--- config.mk ---
export PLATFORM = sky130hd
export DESIGN_NAME = avt_regs
export DESIGN_NICKNAME = d
export VERILOG_FILES = /design/src/rtl/core/avt_pkg.sv /design/src/rtl/core/avt_regs.sv
export SDC_FILE = /design/constraint.sdc
export NUM_CORES = 1
export LEC_CHECK = 0
export BUFFER_PORTS_ARGS = -buffer_cell sky130_fd_sc_hd__buf_2
export CELL_PAD_IN_SITES_DETAIL_PLACEMENT = 1
export CELL_PAD_IN_SITES_GLOBAL_PLACEMENT = 1
export CORE_MARGIN = 2
export CORE_UTILIZATION = 46
export CTS_BUF_LIST = sky130_fd_sc_hd__clkbuf_4
export DETAILED_ROUTE_END_ITERATION = 6
export GPL_TIMING_DRIVEN = 0
export PLACE_DENSITY_LB_ADDON = 0.08
export SETUP_SLACK_MARGIN = 0.2
export SLEW_MARGIN = 0
export SYNTH_ARGS = -nofsm -noshare
export SYNTH_HDL_FRONTEND = slang
export SYNTH_SLANG_ARGS = --single-unit
--- constraint.sdc ---
create_clock -name aclk -period 11.6 [get_ports aclk]
set_input_delay 1.16 -clock aclk [delete_from_list [all_inputs] [get_ports aclk]]
set_output_delay 1.16 -clock aclk [all_outputs]
set_load 0.005 [all_outputs]
--- src/rtl/core/avt_pkg.sv ---
// Shared constants, configuration and pipeline bundle types for the affine vertex transform.
package avt_pkg;

    localparam int COORD_WIDTH = 32;
    localparam int FRAC_BITS   = 16;
    localparam int FIELD_W     = 32;
    localparam int ELEM_W      = 32;
    localparam int NUM_ROWS    = 3;
    localparam int NUM_COLS    = 4;
    localparam int NUM_TERMS   = 3;
    localparam int PROD_W      = ELEM_W + COORD_WIDTH;
    localparam int ACC_W       = PROD_W + 3;
    localparam int SH_W        = ACC_W - FRAC_BITS;
    localparam int TDATA_W     = NUM_TERMS * FIELD_W;
    localparam int REG_W       = 64;
    localparam int NUM_ROW_REGS = 2 * NUM_ROWS;
    localparam int IDX_W       = 3;
    localparam int ADDR_W      = IDX_W + 3;

    localparam logic [IDX_W-1:0] REG_DIM_MODE    = 3'd0;
    localparam logic [IDX_W-1:0] REG_ROW0_COLS01 = 3'd1;
    localparam logic [IDX_W-1:0] REG_ROW0_COLS23 = 3'd2;
    localparam logic [IDX_W-1:0] REG_ROW1_COLS01 = 3'd3;
    localparam logic [IDX_W-1:0] REG_ROW1_COLS23 = 3'd4;
    localparam logic [IDX_W-1:0] REG_ROW2_COLS01 = 3'd5;
    localparam logic [IDX_W-1:0] REG_ROW2_COLS23 = 3'd6;

    localparam logic [ELEM_W-1:0] ELEM_ONE = ELEM_W'(1) << FRAC_BITS;
    localparam logic [REG_W-1:0]  DIAG_LO  = {{(REG_W-ELEM_W){1'b0}}, ELEM_ONE};
    localparam logic [REG_W-1:0]  DIAG_HI  = {ELEM_ONE, {(REG_W-ELEM_W){1'b0}}};

    localparam logic [ACC_W-1:0] ROUND_BIAS = ACC_W'(1) << (FRAC_BITS - 1);

    localparam logic [COORD_WIDTH-1:0] COORD_MAX = {1'b0, {(COORD_WIDTH-1){1'b1}}};
    localparam logic [COORD_WIDTH-1:0] COORD_MIN = {1'b1, {(COORD_WIDTH-1){1'b0}}};
    localparam logic [FIELD_W-1:0] OUT_MAX = FIELD_W'($signed(COORD_MAX));
    localparam logic [FIELD_W-1:0] OUT_MIN = FIELD_W'($signed(COORD_MIN));

    typedef struct packed {
        logic                                          dim_mode;
        logic [NUM_ROWS-1:0][NUM_COLS-1:0][ELEM_W-1:0] m;
    } avt_cfg_t;

    typedef struct packed {
        logic [NUM_ROWS-1:0][NUM_TERMS-1:0][PROD_W-1:0] p;
        logic                                           last;
    } avt_prod_t;

    typedef struct packed {
        logic [NUM_ROWS-1:0][ACC_W-1:0] pa;
        logic [NUM_ROWS-1:0][ACC_W-1:0] pb;
        logic                           last;
    } avt_part_t;

    typedef struct packed {
        logic [NUM_ROWS-1:0][ACC_W-1:0] acc;
        logic                           last;
    } avt_acc_t;

endpackage

--- src/rtl/core/avt_regs.sv ---
// Configuration register file with APB-style access: mode bit and the 3x4 matrix.
module avt_regs (
    input  logic                        aclk,
    input  logic                        aresetn,
    input  logic                        psel,
    input  logic                        penable,
    input  logic                        pwrite,
    input  logic [avt_pkg::ADDR_W-1:0]  paddr,
    input  logic [avt_pkg::REG_W-1:0]   pwdata,
    output logic [avt_pkg::REG_W-1:0]   prdata,
    output logic                        pready,
    output avt_pkg::avt_cfg_t           cfg
);
    import avt_pkg::*;

    logic                   dim_mode_reg;
    logic [REG_W-1:0]       rows_reg [NUM_ROW_REGS];
    logic [IDX_W-1:0]       idx;
    logic [IDX_W-1:0]       row_idx;
    logic                   wr_en;

    assign pready  = 1'b1;
    assign idx     = paddr[ADDR_W-1:3];
    assign row_idx = idx - IDX_W'(1);
    assign wr_en   = psel && penable && pwrite && pready;

    always_ff @(posedge aclk) begin
        if (!aresetn) begin
            dim_mode_reg <= 1'b0;
            rows_reg[0]  <= DIAG_LO;
            rows_reg[1]  <= '0;
            rows_reg[2]  <= DIAG_HI;
            rows_reg[3]  <= '0;
            rows_reg[4]  <= '0;
            rows_reg[5]  <= DIAG_LO;
        end else if (wr_en) begin
            case (idx)
                REG_DIM_MODE: begin
                    dim_mode_reg <= pwdata[0];
                end
                REG_ROW0_COLS01, REG_ROW0_COLS23, REG_ROW1_COLS01,
                REG_ROW1_COLS23, REG_ROW2_COLS01, REG_ROW2_COLS23: begin
                    rows_reg[row_idx] <= pwdata;
                end
                default: begin
                end
            endcase
        end
    end

    always_comb begin
        case (idx)
            REG_DIM_MODE: begin
                prdata = {{(REG_W-1){1'b0}}, dim_mode_reg};
            end
            REG_ROW0_COLS01, REG_ROW0_COLS23, REG_ROW1_COLS01,
            REG_ROW1_COLS23, REG_ROW2_COLS01, REG_ROW2_COLS23: begin
                prdata = rows_reg[row_idx];
            end
            default: begin
                prdata = '0;
            end
        endcase
    end

    always_comb begin
        cfg.dim_mode = dim_mode_reg;
        for (int r = 0; r < NUM_ROWS; r++) begin
            cfg.m[r][0] = rows_reg[2*r][ELEM_W-1:0];
            cfg.m[r][1] = rows_reg[2*r][REG_W-1:ELEM_W];
            cfg.m[r][2] = rows_reg[2*r+1][ELEM_W-1:0];
            cfg.m[r][3] = rows_reg[2*r+1][REG_W-1:ELEM_W];
        end
    end

endmodule

==> out/qor.yml <==
core_um2: 47850
rsz0062_at_grt: "false"
status: "completed"
synth_edf_count: 512
gp_congestion: 0.8382
synth_top_area_frac: 0.6866
skew_ns: 0
worstSetupEndpointType: "output pin"
crit_cells: 13
path_clk_slew_ns: 0.07
firstDrtPassIters: 5
syn_area_um2: 22390
ys_top_cells_by_count: "512 x edfxtp_1, 251 x and3_1, 127 x mux4_2"
grt.total_usage: 0.3508
crit_chain: "buf_2 > buf_2 > buf_2 > buf_4 > inv_1 > ha_1 > ha_1 > clkbuf_1 > clkbuf_1 > buf_2 > mux2i_1 > nor2_1 > buf_2"
finalHoldViolCount: 0
grt_overflow_total: 0
syn_nets: 1396
grt_pass1_vias: 16964
critPathMaxStageDelay_ns: 0.62
via_count: 16388
async_reset_ff_frac: 0
nets: 2110
multi_input_area_um2: 6583
fp.dieW_um: 224.6
cp_max_fo: 10
htreeDepth: 4
path_delay_family: "buffers and inverters"
grt_pass1_wl_um: 123100
wirelength_um: 87970
maxSlewHeadroom: 0.1234
dieHeight_um: 224.6
vias_per_cell: 5.951
ir_worst_vdd_v: 0.00009625
r2r_end: "dim_mode_reg"
dieArea_um2: 50460
slowest_stage: "clkbuf_1"
cts_num_sinks: 513
finish.utilization: 0.5927
ys_types: 40
antenna_found_initial: 14
fillCellCount: 4728
clock_path_buffers: 3
grt_max_degree: 21
pin_count: 525
synth-seq-cells: 513
max-cap-violations: 0
cellLeakagePower_uw: 0.01168
rows: 80
place_hpwl_um: 63540
reg2reg_from: "dim_mode_reg"
cts_resized: 0
yosys.area.top_type: "edfxtp_1"
powerDensity_nw_per_um2: 154.0
postRouteAntennaNets: 0
yosysWarnings: 0
ff2ff_path_depth: 2
layout_min_cycle_time_ns: 6.357
regToRegSetupSlack_ns: 10.88
crit_buf_inv: 9
portBuffers: 520
post-cts-setup-buffers: 0
synth-main-ff-cell: "edfxtp_1"
cts_made_buffers: 137
post-route-period-util: 0.5480
crit_path_start_kind: "input pin"
critical_path_class: "input pin to output pin"
drt_iter0_drc: 1602
synth.yosys.seq_area_share: 0.6875
cts_tree: "yes"
setup-violations-final: 0
critical_path.most_common_cell: "buf_2"
finalMaxSlewViolations: 0
final_layout_size_suffix_gt1_frac: 0.4554
synth_area_per_cell_um2: 17.01
fmax_mhz: 157.3
cts-root-buf: "clkbuf_4"
remaining_drc_errors: 0
routedWlPerCell_um: 31.94
area_growth_pct: 26.65
hold_start: "pwdata[3]"
crit_arrival_ns: 5.20
crit_required_ns: 10.44
whs_path_depth: 2
clkLatencyLatePin_ns: 0.97
tightest_slew_ns: 1.310
hold_class: "input pin to register"
start_util: 0.4680
holdPathEnd: "rows_reg[4][3]"
synth.area.top_cells: "edfxtp_1 69%, mux4_2 13%, and3_1 7.0%"
syn_inst: 1316
largest_reg_flops: 512
yosysMostFrequentCell: "edfxtp_1"
cts_hold_buf: 0
fin_total_pwr_uw: 4367
seq_area_um2: 15390
==> logic make-up after synthesis <==
kind of cell               Yosys count  synth area share
DFF                                513            0.6875
and+or+nand+nor                    469            0.1230
muxes                              194            0.1579
buffers and inverters              118           0.02224
AOI/OAI and AO/OA                   16          0.006314
adders and majority gates            5          0.002794
other                                1         0.0001675
==> power by group <==
group	leakage, uW	internal, uW	total, uW	switching [uW]
sequential	0.00456	2110	2160	49.8
combinational	0.00606	219	537	318
clock	0.00106	898	1670	770
==> worst reg2reg max path: cells and delay by family, from the launching register on <==
kind | cells | cell delay (ns)
AOI/OAI and AO/OA | 2 | 0.27
DFF | 1 | 0.38
==> routing by layer <==
metal | part of all wire | track usage
met2 | 0.49 | 0.5621
met4 | 0.030 | 0.1295
met1 | 0.39 | 0.4595
met5 | 0.00076 | 0
met3 | 0.097 | 0.09915
==> worst max-delay path by stage <==
stage | to | slack (ns) | startpoint
final | prdata[40] | 5.24 | paddr[3]
after global routing | prdata[40] | 5.04 | paddr[3]
after CTS | prdata[40] | 5.28 | paddr[3]
after detailed placement | prdata[40] | 5.30 | paddr[3]
after global placement | rows_reg[7][5] | -6.82 | paddr[3]
after floorplan | rows_reg[7][0] | 1.44 | paddr[3]
==> per-stage QoR <==
step	setup WS (ns)	hold WS (ns)	cell area, um2	instances	setup TNS [ns]
floorplan	1.439	0.4673	22390	1316	0
global placement	-6.821	0.4829	25760	2451	-1953.78
detailed placement	5.299	0.5224	26560	2506	0
CTS	5.282	0.4193	28330	2743	0
global route	5.042	0.4455	28350	2751	0
finish	5.243	0.5166	28360	2754	0
==> final cells by class <==
cell class,instances,area share
Antenna cell,11,0.0009706
Sequential cell,513,0.5428
Tap cell,615,0.02713
Inverter,7,0.0009265
Multi-Input combinational cell,685,0.2321
Clock buffer,207,0.05480
Buffer,111,0.01663
Timing Repair Buffer,575,0.1169
Clock inverter,30,0.007677
==> layout by cell type (no fill, tap or decap), drive strengths merged, types with 3 or more instances in the layout <==
cell type / n
nor2: 72
ha: 5
mux2i: 66
o31ai: 3
diode: 11
clkinv: 23
and2: 125
edfxtp: 512
nor3: 3
mux4: 127
clkbuf: 276
buf: 617
inv: 10
nand3: 3
and3: 251
bufinv: 4
o21ai: 4
Power figures use the tool's default switching activity.
