`src/rtl/core/avt_pkg.sv`:
```
// Shared constants, configuration and pipeline bundle types for the affine vertex transform.
package avt_pkg;

    localparam int COORD_WIDTH = 32;
    localparam int FRAC_BITS   = 16;
    localparam int FIELD_W     = 32;
    localparam int ELEM_W      = 32;
    localparam int NUM_ROWS    = 3;
    localparam int NUM_COLS    = 4;
    localparam int NUM_TERMS   = 3;
    localparam int PROD_W      = ELEM_W + COORD_WIDTH;
    localparam int ACC_W       = PROD_W + 3;
    localparam int SH_W        = ACC_W - FRAC_BITS;
    localparam int TDATA_W     = NUM_TERMS * FIELD_W;
    localparam int REG_W       = 64;
    localparam int NUM_ROW_REGS = 2 * NUM_ROWS;
    localparam int IDX_W       = 3;
    localparam int ADDR_W      = IDX_W + 3;

    localparam logic [IDX_W-1:0] REG_DIM_MODE    = 3'd0;
    localparam logic [IDX_W-1:0] REG_ROW0_COLS01 = 3'd1;
    localparam logic [IDX_W-1:0] REG_ROW0_COLS23 = 3'd2;
    localparam logic [IDX_W-1:0] REG_ROW1_COLS01 = 3'd3;
    localparam logic [IDX_W-1:0] REG_ROW1_COLS23 = 3'd4;
    localparam logic [IDX_W-1:0] REG_ROW2_COLS01 = 3'd5;
    localparam logic [IDX_W-1:0] REG_ROW2_COLS23 = 3'd6;

    localparam logic [ELEM_W-1:0] ELEM_ONE = ELEM_W'(1) << FRAC_BITS;
    localparam logic [REG_W-1:0]  DIAG_LO  = {{(REG_W-ELEM_W){1'b0}}, ELEM_ONE};
    localparam logic [REG_W-1:0]  DIAG_HI  = {ELEM_ONE, {(REG_W-ELEM_W){1'b0}}};

    localparam logic [ACC_W-1:0] ROUND_BIAS = ACC_W'(1) << (FRAC_BITS - 1);

    localparam logic [COORD_WIDTH-1:0] COORD_MAX = {1'b0, {(COORD_WIDTH-1){1'b1}}};
    localparam logic [COORD_WIDTH-1:0] COORD_MIN = {1'b1, {(COORD_WIDTH-1){1'b0}}};
    localparam logic [FIELD_W-1:0] OUT_MAX = FIELD_W'($signed(COORD_MAX));
    localparam logic [FIELD_W-1:0] OUT_MIN = FIELD_W'($signed(COORD_MIN));

    typedef struct packed {
        logic                                          dim_mode;
        logic [NUM_ROWS-1:0][NUM_COLS-1:0][ELEM_W-1:0] m;
    } avt_cfg_t;

    typedef struct packed {
        logic [NUM_ROWS-1:0][NUM_TERMS-1:0][PROD_W-1:0] p;
        logic                                           last;
    } avt_prod_t;

    typedef struct packed {
        logic [NUM_ROWS-1:0][ACC_W-1:0] pa;
        logic [NUM_ROWS-1:0][ACC_W-1:0] pb;
        logic                           last;
    } avt_part_t;

    typedef struct packed {
        logic [NUM_ROWS-1:0][ACC_W-1:0] acc;
        logic                           last;
    } avt_acc_t;

endpackage

```
`src/rtl/core/avt_sum.sv`:
```
// Two adder stages: partial sums with translation and rounding bias, then the row totals.
module avt_sum (
    input  logic                 aclk,
    input  logic                 aresetn,
    input  avt_pkg::avt_cfg_t    cfg,
    input  logic                 in_valid,
    output logic                 in_ready,
    input  avt_pkg::avt_prod_t   in_data,
    output logic                 out_valid,
    input  logic                 out_ready,
    output avt_pkg::avt_acc_t    out_data
);
    import avt_pkg::*;

    logic      part_valid_reg;
    avt_part_t part_reg;
    avt_part_t part_next;
    logic      part_ready;
    logic      acc_valid_reg;
    avt_acc_t  acc_reg;
    avt_acc_t  acc_next;

    assign part_ready = !acc_valid_reg || out_ready;
    assign in_ready   = !part_valid_reg || part_ready;
    assign out_valid  = acc_valid_reg;
    assign out_data   = acc_reg;

    always_comb begin
        part_next.last = in_data.last;
        for (int r = 0; r < NUM_ROWS; r++) begin
            part_next.pa[r] = ACC_W'($signed(in_data.p[r][0]))
                            + ACC_W'($signed(in_data.p[r][1]));
            part_next.pb[r] = ACC_W'($signed(in_data.p[r][2]))
                            + (ACC_W'($signed(cfg.m[r][3])) <<< FRAC_BITS)
                            + ROUND_BIAS;
        end
    end

    always_comb begin
        acc_next.last = part_reg.last;
        for (int r = 0; r < NUM_ROWS; r++) begin
            acc_next.acc[r] = part_reg.pa[r] + part_reg.pb[r];
        end
    end

    always_ff @(posedge aclk) begin
        if (!aresetn) begin
            part_valid_reg <= 1'b0;
            acc_valid_reg  <= 1'b0;
        end else begin
            if (in_ready) begin
                part_valid_reg <= in_valid;
            end
            if (part_ready) begin
                acc_valid_reg <= part_valid_reg;
            end
        end
    end

    always_ff @(posedge aclk) begin
        if (in_ready && in_valid) begin
            part_reg <= part_next;
        end
        if (part_ready && part_valid_reg) begin
            acc_reg <= acc_next;
        end
    end

endmodule

```
`config.mk`:
```
export PLATFORM = sky130hd
export DESIGN_NAME = avt_sum
export DESIGN_NICKNAME = d
export VERILOG_FILES = /design/src/rtl/core/avt_pkg.sv /design/src/rtl/core/avt_sum.sv
export SDC_FILE = /design/constraint.sdc
export NUM_CORES = 2
export LEC_CHECK = 0
export ABC_AREA = 1
export BUFFER_PORTS_ARGS = -buffer_cell sky130_fd_sc_hd__buf_4
export CELL_PAD_IN_SITES_DETAIL_PLACEMENT = 2
export CELL_PAD_IN_SITES_GLOBAL_PLACEMENT = 2
export CORE_AREA = 2 2 450 452
export CTS_BUF_LIST = sky130_fd_sc_hd__clkbuf_4 sky130_fd_sc_hd__clkbuf_8
export CTS_CLUSTER_DIAMETER = 100
export DETAILED_ROUTE_END_ITERATION = 8
export DIE_AREA = 0 0 452 454
export PLACE_DENSITY = 0.84
export SLEW_MARGIN = 20
export SYNTH_ARGS = -nofsm -noshare
export SYNTH_HDL_FRONTEND = slang
export SYNTH_SLANG_ARGS = --single-unit
```
`constraint.sdc`:
```
create_clock -name aclk -period 31.8 [get_ports aclk]
set_input_delay 6.36 -clock aclk [delete_from_list [all_inputs] [get_ports aclk]]
set_output_delay 6.36 -clock aclk [all_outputs]
set_load 0.02 [all_outputs]
```
==> results.txt <==
CTS Buf Count: 112
DR WL/cell: 25.5 um
Reg power frac: 29.6%
Hpwl dp: 308000 um
Post-Route Setup TNS: 0 ns
CP Cell Sequence: buf_4 > inv_1 > nand3_1 > buf_4
Most used DFF post-synth: edfxtp_1
Worst path most repeated cell: buf_4
Vias in the first global route: 76300
Grt ovf: 0
Die Ht: 454 um
Peak supply drop: 0.0369 mV
Worst setup EP type: primary output
Internal: 0.00205 W
Met2 wire length: 161000 um
Hold_buf cts: 0
Via/cell ratio: 5.16
PortBufs: 880
Power share of the combinational group: 46.9%
I/O pin total: 1170
Status: finished, final reports clean
Final nets: 12400
Clock root buffer master: clkbuf_8
RePlAce Congestion: 1.03
Most common cell in the netlist: nand2_1
Clk Latency, worst-skew pair: 0.92 ns
Postcts setup bufs: 0
Pin count of the biggest net entering global routing: 132
Cell type with the largest total area after synthesis: edfxtp_1
Largest stage delay, worst path: 0.21 ns
Cell Rows: 165
Filler cells: 24800
Worst-path maximum fanout: 3
Mapped Area: 62100 um2
Chip Width: 452 um
Post-synth ARST share: 0%
Switch Pwr: 0.00177 W
Router iterations before antenna repair: 6
Yosys top cell area share: 28.8%
Routed met3 length: 17300 um
First-pass GRT wire length: 499000 um
Crit path DAT: 6.97 ns
Crit share post-route: 41.9%
Crit path launch type: primary input
Setup Crit Path Kind: in -> out
Reg2reg path depth: 5
Initial core utilization: 30.9%
Leakage: 38.8 nW
Hold/Removal Path Class: reg -> reg
Register area share after synthesis: 28.9%
Avg Synthesized Cell Area: 6.30 um2
Slew headroom: 28.5%
GRT Resource Usage Total: 33.0%
Area grow syn2layout: 20.3%
Post-Route WL: 349000 um
Sw Ratio: 46.3%
Fin. max-slew vios: 0
Final setup vio count: 0
Post-layout min period: 13.33 ns
WP data required: 25.44 ns
Power density over the cells: 51.0 nW/um2
WL met1: 150000 um
Synth Warn #: 0
Synthesized flop and latch total: 598
Reg clk slew, reported paths: 0.06 ns
Highest routing layer actually used: met5
Deepest clock path buffer count: 3
Max reg flops: 393
Number of synthesized flops with an enable pin: 596
Hold_ws: 0.419 ns
Max-Cap Viols: 0
Hold depth: 0
Initial antenna violation count: 51
Least-Margin Pin Slew: 1.07 ns
Final Hold Fails: 0
Slowest CP cell: buf_4
Clock Sinks: 598
Layout cell share with drive strength beyond 1: 10.9%
Total vias in the final route: 70500
Post-synth cell types: 30
Clock share of power: 23.5%
Core area: 201000 um2
Synth top area cells: edfxtp_1 29%, nand2_1 21%, inv_1 12%
Mapped Cells: 9859
Die area: 205000 um2
Max Freq: 0.0750 GHz
Detailed Route Iter0 Violations: 4028
RSZ-0062 raised after global routing: false
Mapped Nets: 11400
CTS tree: yes
Top post-synthesis cells by count: 3403 x nand2_1, 1918 x inv_1, 1072 x nor2_1, 707 x a21oi_1, 596 x edfxtp_1
# DRC: 0
ANT nets after route: 0
Resize count post-CTS: 0
CTS H-tree lvls: 3
Clk_skew: 0.0616 ns
## stage by stage
stage                     worst slack [ns]  total power (W)  area [um2]  utilization [%]  instances
final                                18.47          0.00382       74800             37.2      13700
after global routing                 18.42          0.00400       74700             37.2      13600
after CTS                            18.47          0.00381       74700             37.2      13600
after detailed placement             18.47          0.00289       72200             35.9      13400
after global placement               18.55          0.00282       72200             35.9      13400
after floorplan                      14.89          0.00208       62100                -       9859
## cells by family (layout without fill, tap and decap cells)
group	after synthesis	count (layout)	synth area share [%]
XOR/XNOR	296	296	4.17
other	0	28	0
flip-flops	598	598	28.9
buffers and inverters	1927	3023	11.6
AND/OR/NAND/NOR	5260	5260	33.9
adder cells (fa/ha/maj)	543	543	11.0
AO/OA/AOI/OAI	1235	1235	10.4
## power groups by stage
| stage | Sequential, W | Clock (W) | Combinational (W) |
|---|---|---|---|
| after floorplan | 0.00114 | 0 | 0.000937 |
| after global placement | 0.00114 | 0 | 0.00168 |
| after detailed placement | 0.00114 | 0 | 0.00175 |
| after CTS | 0.00113 | 0.000912 | 0.00177 |
| after global routing | 0.00113 | 0.000940 | 0.00193 |
| final | 0.00113 | 0.000896 | 0.00179 |
## path summary, 6_finish.rpt
kind	startpoint	end	slack, ns
setup reg to reg	out_valid	acc_next[0]	28.38
hold reg to reg	acc_next[0]	out_data[0]	0.42
setup / recovery	out_ready	in_ready	18.47
hold / removal	acc_next[0]	out_data[0]	0.42
## per-layer routing
| metal | GRT usage [%] | vias to the layer above |
|---|---|---|
| met5 | 0 | - |
| met4 | 17.4 | 26 |
| met3 | 4.70 | 542 |
| met2 | 54.8 | 1981 |
| met1 | 41.3 | 34800 |
| li1 | - | 33100 |
## area by class of cell
type | count | area, um2 | area share (%)
Sequential cell | 598 | 17900 | 24.0
Timing Repair Buffer | 887 | 6670 | 8.92
Antenna cell | 28 | 70.1 | 0.0937
Clock buffer | 136 | 1720 | 2.30
Tap cell | 2672 | 3340 | 4.47
Clock inverter | 73 | 813 | 1.09
Multi-Input combinational cell | 7334 | 37000 | 49.4
Inverter | 1927 | 7240 | 9.68
## worst max-delay path, delay by kind of cell
kind,cells,cell delay [ns]
buffers and inverters,3,0.44
and+or+nand+nor,1,0.17
## cell usage in the layout (no fill, tap or decap), types with 5 or more instances in the layout
cell type	count
nor2_4	8
buf_4	886
xnor2_1	11
bufinv_16	16
xor2_1	285
nand2_2	70
clkinv_2	16
o21ai_2	5
nor2_1	1072
a21o_1	16
o21ai_1	22
clkinvlp_4	8
fa_1	9
nand2_1	3403
nor3_1	139
a21boi_0	16
clkinv_1	25
o21ai_0	395
inv_1	1917
nand3_1	446
a21oi_1	706
o21a_1	15
clkbuf_4	24
clkbuf_8	112
diode_2	28
ha_1	534
nor4_1	13
nand4_1	77
edfxtp_1	596
nand3_2	6
inv_2	9
a31oi_1	9
o21bai_1	48
nor2_2	23
Power figures use the tool's default switching activity.
