File: config.mk
export PLATFORM = sky130hd
export DESIGN_NAME = avt_sat
export DESIGN_NICKNAME = d
export VERILOG_FILES = /design/src/rtl/core/avt_pkg.sv /design/src/rtl/core/avt_sat.sv
export SDC_FILE = /design/constraint.sdc
export NUM_CORES = 1
export LEC_CHECK = 0
export ABC_CLOCK_PERIOD_IN_PS = 5100
export BUFFER_PORTS_ARGS = -buffer_cell sky130_fd_sc_hd__buf_2
export CAP_MARGIN = 5
export CORE_AREA = 2 2 265 267
export DETAILED_ROUTE_END_ITERATION = 12
export DIE_AREA = 0 0 267 269
export GPL_ROUTABILITY_DRIVEN = 0
export SLEW_MARGIN = 20
export SYNTH_ARGS = -nofsm -noshare
export SYNTH_HDL_FRONTEND = slang
export SYNTH_SLANG_ARGS = --single-unit
File: constraint.sdc
create_clock -name aclk -period 5.1 [get_ports aclk]
set_input_delay 0.765 -clock aclk [delete_from_list [all_inputs] [get_ports aclk]]
set_output_delay 0.765 -clock aclk [all_outputs]
set_load 0.03 [all_outputs]
File: src/rtl/core/avt_pkg.sv
// Shared constants, configuration and pipeline bundle types for the affine vertex transform.
package avt_pkg;

    localparam int COORD_WIDTH = 32;
    localparam int FRAC_BITS   = 16;
    localparam int FIELD_W     = 32;
    localparam int ELEM_W      = 32;
    localparam int NUM_ROWS    = 3;
    localparam int NUM_COLS    = 4;
    localparam int NUM_TERMS   = 3;
    localparam int PROD_W      = ELEM_W + COORD_WIDTH;
    localparam int ACC_W       = PROD_W + 3;
    localparam int SH_W        = ACC_W - FRAC_BITS;
    localparam int TDATA_W     = NUM_TERMS * FIELD_W;
    localparam int REG_W       = 64;
    localparam int NUM_ROW_REGS = 2 * NUM_ROWS;
    localparam int IDX_W       = 3;
    localparam int ADDR_W      = IDX_W + 3;

    localparam logic [IDX_W-1:0] REG_DIM_MODE    = 3'd0;
    localparam logic [IDX_W-1:0] REG_ROW0_COLS01 = 3'd1;
    localparam logic [IDX_W-1:0] REG_ROW0_COLS23 = 3'd2;
    localparam logic [IDX_W-1:0] REG_ROW1_COLS01 = 3'd3;
    localparam logic [IDX_W-1:0] REG_ROW1_COLS23 = 3'd4;
    localparam logic [IDX_W-1:0] REG_ROW2_COLS01 = 3'd5;
    localparam logic [IDX_W-1:0] REG_ROW2_COLS23 = 3'd6;

    localparam logic [ELEM_W-1:0] ELEM_ONE = ELEM_W'(1) << FRAC_BITS;
    localparam logic [REG_W-1:0]  DIAG_LO  = {{(REG_W-ELEM_W){1'b0}}, ELEM_ONE};
    localparam logic [REG_W-1:0]  DIAG_HI  = {ELEM_ONE, {(REG_W-ELEM_W){1'b0}}};

    localparam logic [ACC_W-1:0] ROUND_BIAS = ACC_W'(1) << (FRAC_BITS - 1);

    localparam logic [COORD_WIDTH-1:0] COORD_MAX = {1'b0, {(COORD_WIDTH-1){1'b1}}};
    localparam logic [COORD_WIDTH-1:0] COORD_MIN = {1'b1, {(COORD_WIDTH-1){1'b0}}};
    localparam logic [FIELD_W-1:0] OUT_MAX = FIELD_W'($signed(COORD_MAX));
    localparam logic [FIELD_W-1:0] OUT_MIN = FIELD_W'($signed(COORD_MIN));

    typedef struct packed {
        logic                                          dim_mode;
        logic [NUM_ROWS-1:0][NUM_COLS-1:0][ELEM_W-1:0] m;
    } avt_cfg_t;

    typedef struct packed {
        logic [NUM_ROWS-1:0][NUM_TERMS-1:0][PROD_W-1:0] p;
        logic                                           last;
    } avt_prod_t;

    typedef struct packed {
        logic [NUM_ROWS-1:0][ACC_W-1:0] pa;
        logic [NUM_ROWS-1:0][ACC_W-1:0] pb;
        logic                           last;
    } avt_part_t;

    typedef struct packed {
        logic [NUM_ROWS-1:0][ACC_W-1:0] acc;
        logic                           last;
    } avt_acc_t;

endpackage

File: src/rtl/core/avt_sat.sv
// Output stage: drop fraction bits, saturate each coordinate and hold the result transfer.
module avt_sat (
    input  logic                              aclk,
    input  logic                              aresetn,
    input  avt_pkg::avt_cfg_t                 cfg,
    input  logic                              in_valid,
    output logic                              in_ready,
    input  avt_pkg::avt_acc_t                 in_data,
    output logic                              out_valid,
    input  logic                              out_ready,
    output logic [avt_pkg::TDATA_W-1:0]       out_coords,
    output logic                              out_overflow,
    output logic                              out_last
);
    import avt_pkg::*;

    logic                   valid_reg;
    logic [TDATA_W-1:0]     coords_reg;
    logic                   ovf_reg;
    logic                   last_reg;
    logic [TDATA_W-1:0]     coords_next;
    logic                   ovf_next;
    logic [SH_W-1:0]        shifted;
    logic [SH_W-COORD_WIDTH:0] top;
    logic                   row_ovf;
    logic [COORD_WIDTH-1:0] res;

    assign in_ready     = !valid_reg || out_ready;
    assign out_valid    = valid_reg;
    assign out_coords   = coords_reg;
    assign out_overflow = ovf_reg;
    assign out_last     = last_reg;

    always_comb begin
        ovf_next    = 1'b0;
        coords_next = '0;
        shifted     = '0;
        top         = '0;
        row_ovf     = 1'b0;
        res         = '0;
        for (int r = 0; r < NUM_ROWS; r++) begin
            shifted = in_data.acc[r][ACC_W-1:FRAC_BITS];
            top     = shifted[SH_W-1:COORD_WIDTH-1];
            row_ovf = !((&top) || !(|top));
            if (row_ovf) begin
                res = shifted[SH_W-1] ? COORD_MIN : COORD_MAX;
            end else begin
                res = shifted[COORD_WIDTH-1:0];
            end
            if (r == NUM_ROWS - 1 && cfg.dim_mode) begin
                res     = '0;
                row_ovf = 1'b0;
            end
            ovf_next = ovf_next | row_ovf;
            coords_next[r*FIELD_W +: FIELD_W] = FIELD_W'($signed(res));
        end
    end

    always_ff @(posedge aclk) begin
        if (!aresetn) begin
            valid_reg <= 1'b0;
        end else if (in_ready) begin
            valid_reg <= in_valid;
        end
    end

    always_ff @(posedge aclk) begin
        if (in_ready && in_valid) begin
            coords_reg <= coords_next;
            ovf_reg    <= ovf_next;
            last_reg   <= in_data.last;
        end
    end

endmodule

==> results of run 1 <==
## layout make-up
type,instances,share of cell area [%]
Timing Repair Buffer,262,19.3
Antenna cell,8,0.293
Sequential cell,99,43.3
Tap cell,940,17.2
Multi-Input combinational cell,150,15.7
Clock buffer,9,3.29
Clock inverter,7,0.787
Inverter,1,0.0549
## Yosys cell counts
| cell type | n |
|---|---|
| sky130_fd_sc_hd__and2_1 | 1 |
| sky130_fd_sc_hd__a21oi_4 | 1 |
| sky130_fd_sc_hd__nor4_1 | 14 |
| sky130_fd_sc_hd__nor4_2 | 1 |
| sky130_fd_sc_hd__inv_1 | 1 |
| sky130_fd_sc_hd__a21boi_0 | 1 |
| sky130_fd_sc_hd__buf_6 | 6 |
| sky130_fd_sc_hd__nand2_1 | 4 |
| sky130_fd_sc_hd__o211ai_1 | 1 |
| sky130_fd_sc_hd__buf_4 | 6 |
| sky130_fd_sc_hd__clkbuf_1 | 8 |
| sky130_fd_sc_hd__nand3_1 | 2 |
| sky130_fd_sc_hd__nand3_2 | 1 |
| sky130_fd_sc_hd__nor3_1 | 3 |
| sky130_fd_sc_hd__nor3b_4 | 1 |
| sky130_fd_sc_hd__dfxtp_1 | 1 |
| sky130_fd_sc_hd__edfxtp_1 | 98 |
| sky130_fd_sc_hd__a21o_2 | 1 |
| sky130_fd_sc_hd__nand4_1 | 15 |
| sky130_fd_sc_hd__nor2_1 | 7 |
| sky130_fd_sc_hd__and3_1 | 1 |
| sky130_fd_sc_hd__nand2b_1 | 1 |
| sky130_fd_sc_hd__nor2b_1 | 1 |
| sky130_fd_sc_hd__a21o_1 | 94 |
## per-layer routing
| metal | up-vias | routed length (µm) | part of all wire (%) | track usage, % |
|---|---|---|---|---|
| li1 | 1592 | - | - | - |
| met3 | 30 | 4450 | 22 | 5.58 |
| met1 | 1570 | 6930 | 34 | 5.17 |
| met2 | 225 | 8700 | 42 | 8.26 |
| met4 | 14 | 393 | 1.9 | 2.35 |
| met5 | - | 98 | 0.48 | 0 |
## sequential cells by signal, indices dropped and copies added, names as in the netlist
signal        cells
out_valid         1
out_last          1
out_coords       96
out_overflow      1
## stage by stage
stage	utilization (%)	instance area, µm²	total power [mW]	worst slack (ns)	hold slack (ns)
6_report	9.86	6840	1.95	2.61	0.540
5_1_grt	9.84	6820	2.04	2.39	0.538
4_1_cts	9.83	6820	2.00	2.56	0.522
3_5_place_dp	9.43	6540	1.30	2.13	0.531
3_3_place_gp	9.42	6530	1.30	2.14	0.511
2_1_floorplan	-	4170	1.14	1.22	0.864
## worst min-delay path by stage
stage                          start         to  cells past startpoint
after floorplan           in_data[0]   out_last                      0
after global placement     out_valid  out_valid                      2
after detailed placement   out_valid  out_valid                      2
after CTS                 in_data[0]   out_last                      1
after global routing      in_data[0]   out_last                      1
final                      out_valid  out_valid                      2
## worst min-delay path, cell delays in order, from the launching register on
cell and delay, ns:
sky130_fd_sc_hd__dfxtp_1 0.31, sky130_fd_sc_hd__nand2b_1 0.10, sky130_fd_sc_hd__a21boi_0 0.09
## power by group
| group | switching, mW | internal [mW] | total (mW) |
|---|---|---|---|
| Sequential | 0.0124 | 0.952 | 0.965 |
| Clock | 0.343 | 0.334 | 0.677 |
| Combinational | 0.210 | 0.101 | 0.311 |
| Total | 0.565 | 1.39 | 1.95 |
## cells by family (layout without fill, tap and decap cells)
kind of cell           after synthesis  count (layout)  share of synthesized area [%]
and+or+nand+nor                     52              52                           7.53
AOI/OAI and AO/OA                   98              98                           17.9
buffers and inverters               21             279                           3.51
DFF                                 99              99                           71.1
other                                0               8                              0
==> results.yml, run 1 <==
critical_path:
  path_type_of_the_worst_setup_path: "in -> reg"
  setup.worst_path.end: "out_overflow"
  path_delay_family: "compound AO/OA/AOI/OAI gates"
  reg2reg_from: "out_valid"
  cp-startpoint: "in_data[126]"
  critical_path_depth: 7
  worst-path-buf-inv: 2
  crit_path_end_kind: "flop"
  crit_fanout: 25
  ff_to_ff_end: "out_coords[58]"
  worstSetupStartpointType: "primary input"
  cp_slowest_stage_delay_ns: 0.63
  worst-r2r-setup-slack_ns: 2.99
  slowest_stage: "sky130_fd_sc_hd__a21o_1"
  cp.arrival_ns: 2.57
  worstPathCellList: "buf_2 > nor4_1 > nand3_1 > nor2_1 > a21o_1 > buf_4 > o211ai_1"
  cp.required_ns: 5.18
  worst_r2r_path_depth: 3
grt:
  grt_first_pass_wirelength_um: 26200
  grt_antenna_before_repair: 17
  global_route.usage.total_pct: 5.60
  grt_max_degree: 69
  grt_pass1_vias: 3366
  overall_overflow_remaining_after_global_route: 0
timing:
  timing_max_transition_violations_final: 0
  shortest_clock_period_the_worst_path_allows_after_layout_ns: 2.49
  setup-tns-final_ns: 0
  setup_viol: 0
  timing.final.hold_violations: 0
  unrepaired_setup_endpoints_after_global_routing: "no"
  largest_clock_skew_in_the_final_design_ns: 0.0101
  max_slew.worst_pin.slew_ns: 1.03
  final_min_period_over_clock_period_pct: 48.9
  worst_slew_margin_rel_pct: 31.1
  maxClockFrequency_mhz: 401
synthesis:
  yosys.area.top_type: "sky130_fd_sc_hd__edfxtp_1"
  synth_area_leaders: "sky130_fd_sc_hd__edfxtp_1 (71%), sky130_fd_sc_hd__a21o_1 (17%), sky130_fd_sc_hd__nand4_1 (2.3%), sky130_fd_sc_hd__nor4_1 (2.1%), sky130_fd_sc_hd__buf_6 (1.6%)"
  postSynthRegisterBits: 99
  synth_seq_area_share_pct: 71.1
  synthDominantCellAreaShare_pct: 70.6
  mean_syn_cell_area_um2: 15.4
  number_of_synthesis_warnings: 0
  syn-num-nets: 861
  synthDistinctLibCells: 24
  post_synth_instance_area_mm2: 0.00417
  synthesis.instances: 270
detailed_routing:
  wirelength_um: 20600
  viasPerCell: 2.32
  route.antenna.remaining_nets: 0
  vias: 3431
  drtPass1Iterations: 4
  drt_first_iter_violations: 117
  post_detailed_route_wirelength_per_cell_um: 13.9
  route.detailed.drc: 0
final_layout:
  final_layout_size_suffix_gt1_share_pct: 54.2
  stdcell_count: 1476
  layout_commonest_cell: "sky130_fd_sc_hd__buf_2"
  n_fill_cell: 7986
  syn2layout_area_growth_pct: 64.0
  final_nets: 1114
  area.sequential_mm2: 0.00296
  multi_input_comb_area_mm2: 0.00107
  mostFrequentLayoutCells: "sky130_fd_sc_hd__buf_2 (258), sky130_fd_sc_hd__edfxtp_1 (98), sky130_fd_sc_hd__a21o_1 (94), sky130_fd_sc_hd__nand4_1 (15), sky130_fd_sc_hd__nor4_1 (14)"
clocking:
  clock_insertion_delay_worst_skew_ns: 0.38
  clkSlewWorstSetupHoldPaths_ns: 0.08
  cts.repair.resized: 0
  tritoncts_sinks: 99
  clock_tree_from_tritoncts: "done"
  cts_hold_buf: 0
  cts.repair_timing.setup_buffer_count: 0
  cts.path.max_buffers: 2
  h-tree-depth: 3
  clock-root-buffer: "sky130_fd_sc_hd__clkbuf_16"
  cts-buffers-inserted: 9
placed_design:
  place_hpwl_um: 17400
  buffer_ports.inserted: 258
  dp_cells: 1452
pwr:
  vdd_ir_drop_max_v: 0.000164
  lkg_pwr_nw: 2.95
  p_per_area_mw_per_mm2: 286
floorplan:
  num_io_pins: 691
  dieHeight_um: 269
  fp.dieW_um: 267
  fp-row-count: 97
  start_util_pct: 6.02
  core_region_area_mm2: 0.0693
  die-area_mm2: 0.0718
hold_path:
  min-delay-path-class: "reg -> reg"
run_status:
  result_of_the_run: "finished clean"
job:
  cap_viol_max_count: 0
(Power assumes the default switching activity.)
==> inputs of run 2 (changes only) <==
- ABC_CLOCK_PERIOD_IN_PS: 5100 -> 2450
- CORE_AREA: 2 2 265 267 -> 2 2 267 269
- DIE_AREA: 0 0 267 269 -> 0 0 269 271
- clock period: 5.1 -> 2.45 ns (I/O delays scaled with it)
==> results.yml, run 2 (synthesized netlist as in run 1, its figures left out) <==
run_status:
  result_of_the_run: "finished clean"
clocking:
  cts.path.max_buffers: 2
  cts.repair.resized: 0
  h-tree-depth: 3
  tritoncts_sinks: 99
  cts_hold_buf: 0
  clock_tree_from_tritoncts: "done"
  clock-root-buffer: "sky130_fd_sc_hd__clkbuf_16"
  cts.repair_timing.setup_buffer_count: 0
  clkSlewWorstSetupHoldPaths_ns: 0.08
  clock_insertion_delay_worst_skew_ns: 0.38
  cts-buffers-inserted: 9
final_layout:
  multi_input_comb_area_mm2: 0.00107
  final_layout_size_suffix_gt1_share_pct: 54.4
  finish.utilization_pct: 9.89
  n_fill_cell: 8031
  mostFrequentLayoutCells: "sky130_fd_sc_hd__buf_2 (258), sky130_fd_sc_hd__edfxtp_1 (98), sky130_fd_sc_hd__a21o_1 (94), sky130_fd_sc_hd__nand4_1 (15), sky130_fd_sc_hd__nor4_1 (14)"
  syn2layout_area_growth_pct: 65.5
  largest_reg_flops: 96
  layout_commonest_cell: "sky130_fd_sc_hd__buf_2"
  area.sequential_mm2: 0.00296
  final_nets: 1119
placed_design:
  buffer_ports.inserted: 258
  preCtsSetupSlack_ns: 0.221
  place_hpwl_um: 18300
pwr:
  p_per_area_mw_per_mm2: 599
  power_mw: 4.13
  vdd_ir_drop_max_v: 0.000364
  lkg_pwr_nw: 2.99
timing:
  timing_max_transition_violations_final: 0
  maxClockFrequency_mhz: 556
  setup_viol: 0
  shortest_clock_period_the_worst_path_allows_after_layout_ns: 1.80
  max_slew.worst_pin.slew_ns: 0.890
  final_critical_path_setup_slack_ns: 0.653
  largest_clock_skew_in_the_final_design_ns: 0.00689
  timing.final.hold_violations: 0
  worst_slew_margin_rel_pct: 40.6
  setup-tns-final_ns: 0
  unrepaired_setup_endpoints_after_global_routing: "no"
  final_min_period_over_clock_period_pct: 73.4
  holdWs_ns: 0.161
critical_path:
  worstSetupStartpointType: "primary input"
  slowest_stage: "sky130_fd_sc_hd__nor3b_4"
  worst-path-buf-inv: 2
  cp_slowest_stage_delay_ns: 0.75
  worst-r2r-setup-slack_ns: 1.16
  worstPathCellList: "buf_2 > nor4_1 > and3_1 > nand3_2 > nor3b_4 > buf_4 > a21o_1"
  ff_to_ff_end: "out_coords[51]"
  cp.required_ns: 2.70
  path_type_of_the_worst_setup_path: "in -> reg"
  reg2reg_from: "out_valid"
  crit_path_end_kind: "flop"
  worst_r2r_path_depth: 3
  cp.arrival_ns: 2.04
  crit_fanout: 18
  path_delay_family: "simple AND/OR/NAND/NOR gates"
floorplan:
  die-area_mm2: 0.0729
  core_region_area_mm2: 0.0698
  num_io_pins: 691
  fp.dieW_um: 269
  start_util_pct: 5.97
  dieHeight_um: 271
  fp-row-count: 97
grt:
  grt_pass1_vias: 3650
  overall_overflow_remaining_after_global_route: 0
  grt_max_degree: 58
  grt_first_pass_wirelength_um: 28200
  global_route.usage.total_pct: 5.95
  grt_antenna_before_repair: 26
hold_path:
  hold-path-endpoint: "out_last"
  min_from: "in_data[0]"
  min-delay-path-class: "in -> reg"
  whs_path_depth: 1
detailed_routing:
  vias: 3522
  post_detailed_route_wirelength_per_cell_um: 14.7
  route.detailed.drc: 0
  drtPass1Iterations: 4
  route.antenna.remaining_nets: 0
  wirelength_um: 21700
  drt_first_iter_violations: 118
  viasPerCell: 2.38
job:
  cap_viol_max_count: 0
[run 2: cell types whose count changed in the layout (fill, tap and decap cells not counted), moves of 2 or more]
cell                       before  now
sky130_fd_sc_hd__clkinv_2       2    0
sky130_fd_sc_hd__buf_12         0    3
sky130_fd_sc_hd__diode_2        8    4
sky130_fd_sc_hd__buf_4          4    6
[run 2: worst max path at each step]
stage | startpoint | end | slack, ns | depth (start not counted)
after floorplan | out_valid | out_coords[0] | 0.51 | 2
after global placement | in_data[195] | out_coords[90] | 0.26 | 7
after detailed placement | in_data[195] | out_coords[90] | 0.22 | 7
after CTS | in_data[195] | out_coords[90] | 0.64 | 7
after global routing | in_data[191] | out_coords[90] | 0.53 | 7
final | in_data[195] | out_coords[90] | 0.65 | 7
[run 2: layout make-up]
type / instances / area share, %
Antenna cell: 4 / 0.145
Clock buffer: 10 / 3.32
Clock inverter: 6 / 0.816
Inverter: 1 / 0.0544
Multi-Input combinational cell: 150 / 15.5
Sequential cell: 99 / 42.9
Tap cell: 940 / 17.0
Timing Repair Buffer: 267 / 20.2
[run 2: metal layers]
| metal | global-route usage (%) | share of wire [%] |
|---|---|---|
| met5 | 0 | 0.64 |
| met4 | 2.84 | 3.7 |
| met3 | 4.79 | 18 |
| met2 | 8.93 | 42 |
| met1 | 5.90 | 36 |
[run 2: metrics by stage]
step | instance area (µm²) | cells
after floorplan | 4170 | 270
after CTS | 6890 | 1473
final | 6900 | 1477
after detailed placement | 6610 | 1457
after global placement | 6610 | 1457
after global routing | 6890 | 1473
[run 2: power breakdown]
| group | internal [mW] | switching, mW | total [mW] |
|---|---|---|---|
| Combinational | 0.218 | 0.444 | 0.662 |
| Sequential | 1.98 | 0.0246 | 2.00 |
| Clock | 0.712 | 0.752 | 1.46 |
